### src/twa_div.sv
`timescale 1ns / 1ps
// ----------------------------------------------------------------------------
// twa_div: serial unsigned divider
// Restoring division, one quotient bit per cycle.
// ----------------------------------------------------------------------------
module twa_div #(
    parameter int DIVIDEND_W = 42,
    parameter int DIVISOR_W  = 11
) (
    input  logic                  aclk,
    input  logic                  aresetn,
    input  logic                  start,
    input  logic [DIVIDEND_W-1:0] dividend,
    input  logic [DIVISOR_W-1:0]  divisor,
    output logic                  done,
    output logic [DIVIDEND_W-1:0] quotient
);
    localparam int STEP_W = $clog2(DIVIDEND_W + 1);

    logic                  active_reg;
    logic                  done_reg;
    logic [STEP_W-1:0]     step_reg;
    logic [DIVIDEND_W-1:0] quo_reg, quo_next;
    logic [DIVISOR_W-1:0]  rem_reg, rem_next;
    logic [DIVISOR_W-1:0]  divisor_reg;
    logic [DIVISOR_W:0]    rem_shift;

    // One restoring step: shift in the next dividend bit and try a subtract.
    always_comb begin
        rem_shift = {rem_reg, quo_reg[DIVIDEND_W-1]};
        if (rem_shift >= {1'b0, divisor_reg}) begin
            rem_next = DIVISOR_W'(rem_shift - {1'b0, divisor_reg});
            quo_next = {quo_reg[DIVIDEND_W-2:0], 1'b1};
        end else begin
            rem_next = rem_shift[DIVISOR_W-1:0];
            quo_next = {quo_reg[DIVIDEND_W-2:0], 1'b0};
        end
    end

    // Control of the step sequence.
    always_ff @(posedge aclk) begin
        if (!aresetn) begin
            active_reg <= 1'b0;
            done_reg   <= 1'b0;
            step_reg   <= '0;
        end else begin
            done_reg <= 1'b0;
            if (start) begin
                active_reg <= 1'b1;
                step_reg   <= '0;
            end else if (active_reg) begin
                step_reg <= step_reg + STEP_W'(1);
                if (step_reg == STEP_W'(DIVIDEND_W - 1)) begin
                    active_reg <= 1'b0;
                    done_reg   <= 1'b1;
                end
            end
        end
    end

    // Datapath registers.
    always_ff @(posedge aclk) begin
        if (start) begin
            quo_reg     <= dividend;
            rem_reg     <= '0;
            divisor_reg <= divisor;
        end else if (active_reg) begin
            quo_reg <= quo_next;
            rem_reg <= rem_next;
        end
    end

    assign done      = done_reg;
    assign quotient  = quo_reg;

endmodule

### config.mk
export PLATFORM = sky130hd
export DESIGN_NAME = twa_div
export DESIGN_NICKNAME = d
export VERILOG_FILES = /design/src/twa_div.sv
export SDC_FILE = /design/constraint.sdc
export NUM_CORES = 1
export LEC_CHECK = 0
export ABC_AREA = 1
export BUFFER_PORTS_ARGS = -buffer_cell sky130_fd_sc_hd__buf_2
export CORE_MARGIN = 5
export CORE_UTILIZATION = 48
export DETAILED_ROUTE_END_ITERATION = 8
export PLACE_DENSITY = 0.88
export SKIP_CTS_REPAIR_TIMING = 1
export SYNTH_ARGS = -nofsm -noshare
export SYNTH_HDL_FRONTEND = slang
export SYNTH_SLANG_ARGS = --single-unit
export TNS_END_PERCENT = 5
### constraint.sdc
create_clock -name aclk -period 1.9 [get_ports aclk]
set_input_delay 0.095 -clock aclk [delete_from_list [all_inputs] [get_ports aclk]]
set_output_delay 0.095 -clock aclk [all_outputs]
set_load 0.005 [all_outputs]
==> results of run 1 <==
-- worst reg2reg max path, delay by kind of cell, from the launching register on --
kind	cells	cell delay (ns)
AND/OR/NAND/NOR	7	0.67
adder cells (fa/ha/maj)	2	0.60
flip-flops	1	0.42
buffers and inverters	1	0.08
-- layout make-up --
type                    instances  area, um^2  area share (%)
clock buffers                   9         124            2.51
clock inverters                 7         104            2.10
inverters                      56         214            4.33
multi-input cells             307        1600            32.3
flip-flops and latches         72        1970            39.9
well taps                     102         128            2.58
repair buffers                130         805            16.3
-- layer usage --
layer,GRT usage (%),wire (um),up-vias
li1,-,-,1700
met1,24.1,3980,1647
met2,30.5,4950,216
met3,5.38,949,37
met4,9.77,363,0
met5,0,0,-
-- cells by family (layout without fill, tap and decap cells) --
kind of cell | after synthesis | in the layout
and+or+nand+nor | 276 | 277
DFF | 72 | 72
buffers and inverters | 72 | 202
adders and majority gates | 14 | 14
AOI/OAI and AO/OA | 13 | 13
xor gates and xnor gates | 3 | 3
-- per-stage QoR --
| step | setup WS, ns | hold slack (ns) | util [%] | total power (W) |
|---|---|---|---|---|
| finish | 0.0252 | 0.00181 | 64.3 | 0.00387 |
| global route | -0.0582 | -0.00391 | 64.3 | 0.00404 |
| CTS | -0.0853 | -0.104 | 60.1 | 0.00382 |
| detailed placement | -0.0640 | 0.274 | 57.1 | 0.00244 |
| global placement | 0.0774 | 0.274 | 57.1 | 0.00242 |
| floorplan | 0.0473 | 0.194 | - | 0.00220 |
-- power breakdown --
group | switching [W] | internal (W) | total [W]
clock | 0.000634 | 0.000754 | 0.00139
combinational | 0.000326 | 0.000250 | 0.000576
sequential | 0.0000704 | 0.00183 | 0.00190
-- synthesized netlist by cell type (3+ instances only) --
| master | number | area [um^2] |
|---|---|---|
| sky130_fd_sc_hd__nand2_1 | 192 | 721 |
| sky130_fd_sc_hd__edfxtp_1 | 53 | 1590 |
| sky130_fd_sc_hd__inv_1 | 51 | 191 |
| sky130_fd_sc_hd__nand3_1 | 26 | 130 |
| sky130_fd_sc_hd__dfxtp_1 | 19 | 380 |
| sky130_fd_sc_hd__nand4_1 | 14 | 87.6 |
| sky130_fd_sc_hd__ha_1 | 13 | 163 |
| sky130_fd_sc_hd__nand2_2 | 13 | 81.3 |
| sky130_fd_sc_hd__nor2_1 | 13 | 48.8 |
| sky130_fd_sc_hd__clkbuf_1 | 9 | 33.8 |
| sky130_fd_sc_hd__a21oi_1 | 7 | 35.0 |
| sky130_fd_sc_hd__nand3_2 | 6 | 60.1 |
| sky130_fd_sc_hd__inv_2 | 4 | 15.0 |
| sky130_fd_sc_hd__nor3_1 | 4 | 20.0 |
| sky130_fd_sc_hd__buf_2 | 3 | 15.0 |
| sky130_fd_sc_hd__o21ai_0 | 3 | 15.0 |
-- worst min path at each step --
| stage | end | cells past startpoint | slack (ns) | start |
|---|---|---|---|---|
| after floorplan | divisor_reg[0]$_DFFE_PP_ | 0 | 0.19 | divisor[0] |
| after global placement | divisor_reg[0]$_DFFE_PP_ | 1 | 0.27 | divisor[0] |
| after detailed placement | divisor_reg[3]$_DFFE_PP_ | 1 | 0.27 | divisor[3] |
| after CTS | divisor_reg[3]$_DFFE_PP_ | 1 | -0.10 | divisor[3] |
| after global routing | quotient[10]$_DFFE_PP_ | 3 | -0.004 | dividend[10] |
| final | quotient[10]$_DFFE_PP_ | 3 | 0.002 | dividend[10] |
==> flow_summary.toml, run 1 <==
[synth]
combinational_family_with_the_most_area_after_synthesis = "simple AND/OR/NAND/NOR gates"
synth_area_per_cell_um2 = 8.42
syn_inst = 450
post_synth_and_or_nand_nor_area_fraction_pct = 32.3
ys.flop_type = "sky130_fd_sc_hd__edfxtp_1"
post_synth_net_total = 520
muxShareOfSynthArea_pct = 0
synth-seq-area-share_pct = 52.1
ys.warnings.count = 0
synth_xor_area_share_pct = 0.694
synth_compound_gate_area_share_pct = 1.92
syn_area_mm2 = 0.00379
postSynthRegisterBits = 72
asyncSetResetFlopFracSynth_pct = 0
ys_types = 34
synth_fa_ha_area_share_pct = 4.82
post_synth_edffs = 53

[worst_setup_path]
timing.critical_path.from = "divisor_reg[0]$_DFFE_PP_"
worst_r2r_startpoint = "divisor_reg[0]$_DFFE_PP_"
critPathMaxFanout = 6
worst_path_max_stage_delay_ns = 0.42
cp.required_ns = 2.16
worst-r2r-cell-count = 10
worst-endpoint-arrival_ns = 2.13
startpoint_type = "register"
timing.critical_path.max_delay_family = "simple AND/OR/NAND/NOR gates"
path_depth = 10
worstReg2RegEnd = "rem_reg[10]$_SDFFE_PP0P_"
worst-path-buf-inv = 1
path_class = "register to register"
critPathCaptureType = "register"
crit_top_cell = "sky130_fd_sc_hd__nand3_1"
crit_path_top_delay_cell = "sky130_fd_sc_hd__edfxtp_1"
cp_cell_sequence = "ha_4 -> fa_2 -> inv_2 -> nand3_2 -> nand3_4 -> nand2_8 -> nand4_4 -> nand3_1 -> nand3_1 -> nand2_1"
endpoint = "rem_reg[10]$_SDFFE_PP0P_"
reg2reg_setup_slack_ns = 0.03

[layout]
fill_cell_count = 592
finish.cell_count_without_fillers = 683
num_antenna_cells = 0
fin_nets = 646
drive_gt1_share_pct = 29.3
layout_commonest_cell = "sky130_fd_sc_hd__nand2_1"
largest_reg_flops = 42
commonest_cells_after_routing_fill_and_taps_aside = "sky130_fd_sc_hd__nand2_1, sky130_fd_sc_hd__buf_2, sky130_fd_sc_hd__edfxtp_1, sky130_fd_sc_hd__inv_1, sky130_fd_sc_hd__nand3_1"
finalInstanceArea_mm2 = 0.00494
layout-area-overhead-vs-synth_pct = 30.5

[sta]
finalClockSkew_ns = 0.00857
timing.final.hold_violations = 0
rsz0062_at_grt = "true"
tightest_slew_ns = 0.535
fin_tns_setup_ns = 0
maxSlewViolCount = 0
final-setup-viol-count = 0
final.period_utilization_pct = 98.7
fmax_ghz = 0.533
timing.final.crit_period_ns = 1.87
slew_headroom_pct = 64.4

[clock_tree]
max-clock-path-buffers = 2
cts_buffers = 9
htree_num_levels = 3
clkLatencyLatePin_ns = 0.36
clock-sinks = 72
clock_tree_from_tritoncts = "built"
cts.clk_slew.worst_paths_ns = 0.09
clock_tree.root_cell = "sky130_fd_sc_hd__clkbuf_8"

[min_path]
hp-class = "primary input to register"

[routing]
firstDrtPassIters = 5
avgRoutedWirePerCell_um = 15.0
drcViolationCount = 0
antenna_violating_nets_remaining = 0
post_drt_via_cell_ratio = 5.27
detail_route.iter0.violations = 207
via_count = 3600
routed_wirelength_mm = 10.2

[die]
placementRows = 32
die_width_um = 98.8
floorplan.initialDensity_pct = 49.3
floorplan.io_pins = 99
fp.dieArea_mm2 = 0.00977
design.core.area_mm2 = 0.00769
die_height_um = 98.8

[placement]
postPlaceCellArea_mm2 = 0.00439
globalplace.congestion = 0.922
number_of_cells_after_detailed_placement = 645
dp_hpwl_mm = 6.69
io_buffers = 98

[power]
static-leakage-power_nw = 2.47
worst_ir_drop_vdd_uv = 507
pwr_density_cell_mw_per_mm2 = 783

[run_status]
result_of_the_run = "complete, no violations"

[global_routing]
number_of_global_route_vias_before_repair = 3333
largest_net_degree_at_the_start_of_global_routing = 44
antenna_found_initial = 0
globalRouteTotalUtil_pct = 19.3
first_pass_grt_wire_length_mm = 15.2
gr_ovfl_total = 0

[flow_run]
max-cap-violations = 0
(Power assumes the default switching activity.)
==> run 2: changes to the inputs <==
CORE_UTILIZATION = 57   (was 48)
PLACE_DENSITY = 0.95   (was 0.88)
clock period = 2.2 ns   (was 1.9 ns; I/O delays follow)
==> run 2 against run 1 <==
Against the previous run:
- first-iteration DRC count up 15%
- via count down 3.9%
- sequential power down 13%
- total power down 11%
- clock skew down 0.0013 ns
- utilization up 8.6 points
- wire length down 6.3%
- register-to-register slack better by 0.21 ns
- setup slack better by 0.21 ns
- non-clock buffer count down 15
- critical path type unchanged
- critical endpoint is now rem_reg[9]$_SDFFE_PP0P_
==> flow_summary.toml, run 2 (same netlist as run 1, synthesis figures left out) <==
[run_status]
result_of_the_run = "complete, no violations"

[global_routing]
globalRouteTotalUtil_pct = 23.4
number_of_global_route_vias_before_repair = 3400
largest_net_degree_at_the_start_of_global_routing = 57
gr_ovfl_total = 0
first_pass_grt_wire_length_mm = 15.5
antenna_found_initial = 0

[worst_setup_path]
reg2reg_setup_slack_ns = 0.23
startpoint_type = "register"
worst_r2r_startpoint = "quotient[41]$_DFFE_PP_"
path_class = "register to register"
worstReg2RegEnd = "rem_reg[9]$_SDFFE_PP0P_"
cp.required_ns = 2.46
worst-endpoint-arrival_ns = 2.23
critPathMaxFanout = 12
critPathCaptureType = "register"
worst-r2r-cell-count = 11

[routing]
post_drt_via_cell_ratio = 5.40
via_count = 3459
avgRoutedWirePerCell_um = 15.0
detail_route.iter0.violations = 239
antenna_violating_nets_remaining = 0
routed_wirelength_mm = 9.60
firstDrtPassIters = 5
drcViolationCount = 0

[placement]
globalplace.congestion = 0.951
number_of_cells_after_detailed_placement = 615
postPlaceCellArea_mm2 = 0.00432
io_buffers = 98
dp_hpwl_mm = 6.86
placement.setup.worst_slack_ns = 0.247

[sta]
finalClockSkew_ns = 0.00730
fin_tns_setup_ns = 0
timing.final.hold_violations = 0
timing.final.crit_period_ns = 1.97
maxSlewViolCount = 0
fmax_ghz = 0.508
setup_slack_ns = 0.231
final.period_utilization_pct = 89.5
rsz0062_at_grt = "false"
slew_headroom_pct = 36.6
tightest_slew_ns = 0.948
final-setup-viol-count = 0

[min_path]
hold_path.startpoint = "aresetn"
hp-class = "primary input to register"
min_delay_path_depth = 3
whs_endpoint = "active_reg$_SDFF_PN0_"

[clock_tree]
clock_tree.root_cell = "sky130_fd_sc_hd__clkbuf_8"
clock-sinks = 72
cts.clk_slew.worst_paths_ns = 0.07
clkLatencyLatePin_ns = 0.36
cts_buffers = 9
htree_num_levels = 3
clock_tree_from_tritoncts = "built"
max-clock-path-buffers = 2

[power]
worst_ir_drop_vdd_uv = 475
pwr_density_cell_mw_per_mm2 = 739
static-leakage-power_nw = 2.39

[die]
floorplan.initialDensity_pct = 59.0
floorplan.io_pins = 99
die_width_um = 91.5
fp.dieArea_mm2 = 0.00838
placementRows = 29
design.core.area_mm2 = 0.00642
die_height_um = 91.5

[layout]
finish.cell_count_without_fillers = 641
commonest_cells_after_routing_fill_and_taps_aside = "sky130_fd_sc_hd__nand2_1, sky130_fd_sc_hd__buf_2, sky130_fd_sc_hd__edfxtp_1, sky130_fd_sc_hd__inv_1, sky130_fd_sc_hd__nand3_1"
fill_cell_count = 453
fin_nets = 630
layout_commonest_cell = "sky130_fd_sc_hd__nand2_1"
num_antenna_cells = 0
largest_reg_flops = 42
multi_input_logic_area_mm2 = 0.00150
finalInstanceArea_mm2 = 0.00468
drive_gt1_share_pct = 26.1
layout-area-overhead-vs-synth_pct = 23.7
sequential_cell_area_mm2 = 0.00197

[flow_run]
max-cap-violations = 0
==> run 2: cell types whose count changed in the layout (fill, tap and decap cells not counted), moves of 3 or more <==
| cell | previous run | this run |
|---|---|---|
| sky130_fd_sc_hd__dlygate4sd3_1 | 18 | 11 |
| sky130_fd_sc_hd__inv_1 | 48 | 51 |
| sky130_fd_sc_hd__nand3_1 | 21 | 26 |
| sky130_fd_sc_hd__nand3_2 | 10 | 6 |
| sky130_fd_sc_hd__clkinvlp_4 | 3 | 0 |
| sky130_fd_sc_hd__buf_4 | 11 | 6 |
==> run 2: worst max-delay path by stage <==
stage,end,depth (start not counted),from,slack [ns]
2_1_floorplan,quotient[0]$_DFFE_PP_,4,active_reg$_SDFF_PN0_,0.24
3_3_place_gp,rem_reg[9]$_SDFFE_PP0P_,11,quotient[41]$_DFFE_PP_,0.34
3_5_place_dp,quotient[0]$_DFFE_PP_,10,quotient[41]$_DFFE_PP_,0.25
4_1_cts,quotient[0]$_DFFE_PP_,10,quotient[41]$_DFFE_PP_,0.24
5_1_grt,rem_reg[8]$_SDFFE_PP0P_,11,quotient[41]$_DFFE_PP_,0.1
6_report,rem_reg[9]$_SDFFE_PP0P_,11,quotient[41]$_DFFE_PP_,0.23
==> run 2: per-stage QoR <==
step	total power (W)	utilization [%]	hold slack [ns]
global placement	0.00208	67.2	0.288
detailed placement	0.00210	67.2	0.289
finish	0.00346	72.9	0.000840
CTS	0.00346	71.2	-0.0839
floorplan	0.00190	-	0.209
global route	0.00359	72.9	0.0159
==> run 2: power by group <==
part	switching (W)	total (W)	internal, W
Clock	0.000511	0.00137	0.000860
Sequential	0.0000624	0.00165	0.00158
Combinational	0.000260	0.000446	0.000185
Total	0.000834	0.00346	0.00263
==> run 2: layout make-up <==
class	count	share of cell area, %
Multi-Input combinational cell	306	32.1
Clock inverter	6	2.83
Timing Repair Buffer	115	13.8
Sequential cell	72	42.1
Clock buffer	9	2.64
Tap cell	77	2.06
Inverter	56	4.49
==> run 2: worst max-delay path: stages, from the launching register on <==
cell,delay [ns]
sky130_fd_sc_hd__edfxtp_1,0.36
sky130_fd_sc_hd__inv_1,0.07
sky130_fd_sc_hd__ha_1,0.22
sky130_fd_sc_hd__fa_1,0.40
sky130_fd_sc_hd__inv_1,0.09
sky130_fd_sc_hd__nand3_1,0.08
sky130_fd_sc_hd__nand3_2,0.12
sky130_fd_sc_hd__nand2_2,0.09
sky130_fd_sc_hd__nand4_4,0.19
sky130_fd_sc_hd__nand3_1,0.13
sky130_fd_sc_hd__nand3_1,0.09
sky130_fd_sc_hd__nand2_1,0.05
==> run 2: metal layers <==
| metal | vias to the layer above | GRT usage (%) | wire, um |
|---|---|---|---|
| met1 | 1572 | 27.9 | 3620 |
| met3 | 27 | 5.95 | 963 |
| li1 | 1660 | - | - |
| met4 | 0 | 12.6 | 304 |
| met5 | - | 0 | 0 |
| met2 | 200 | 38.8 | 4720 |
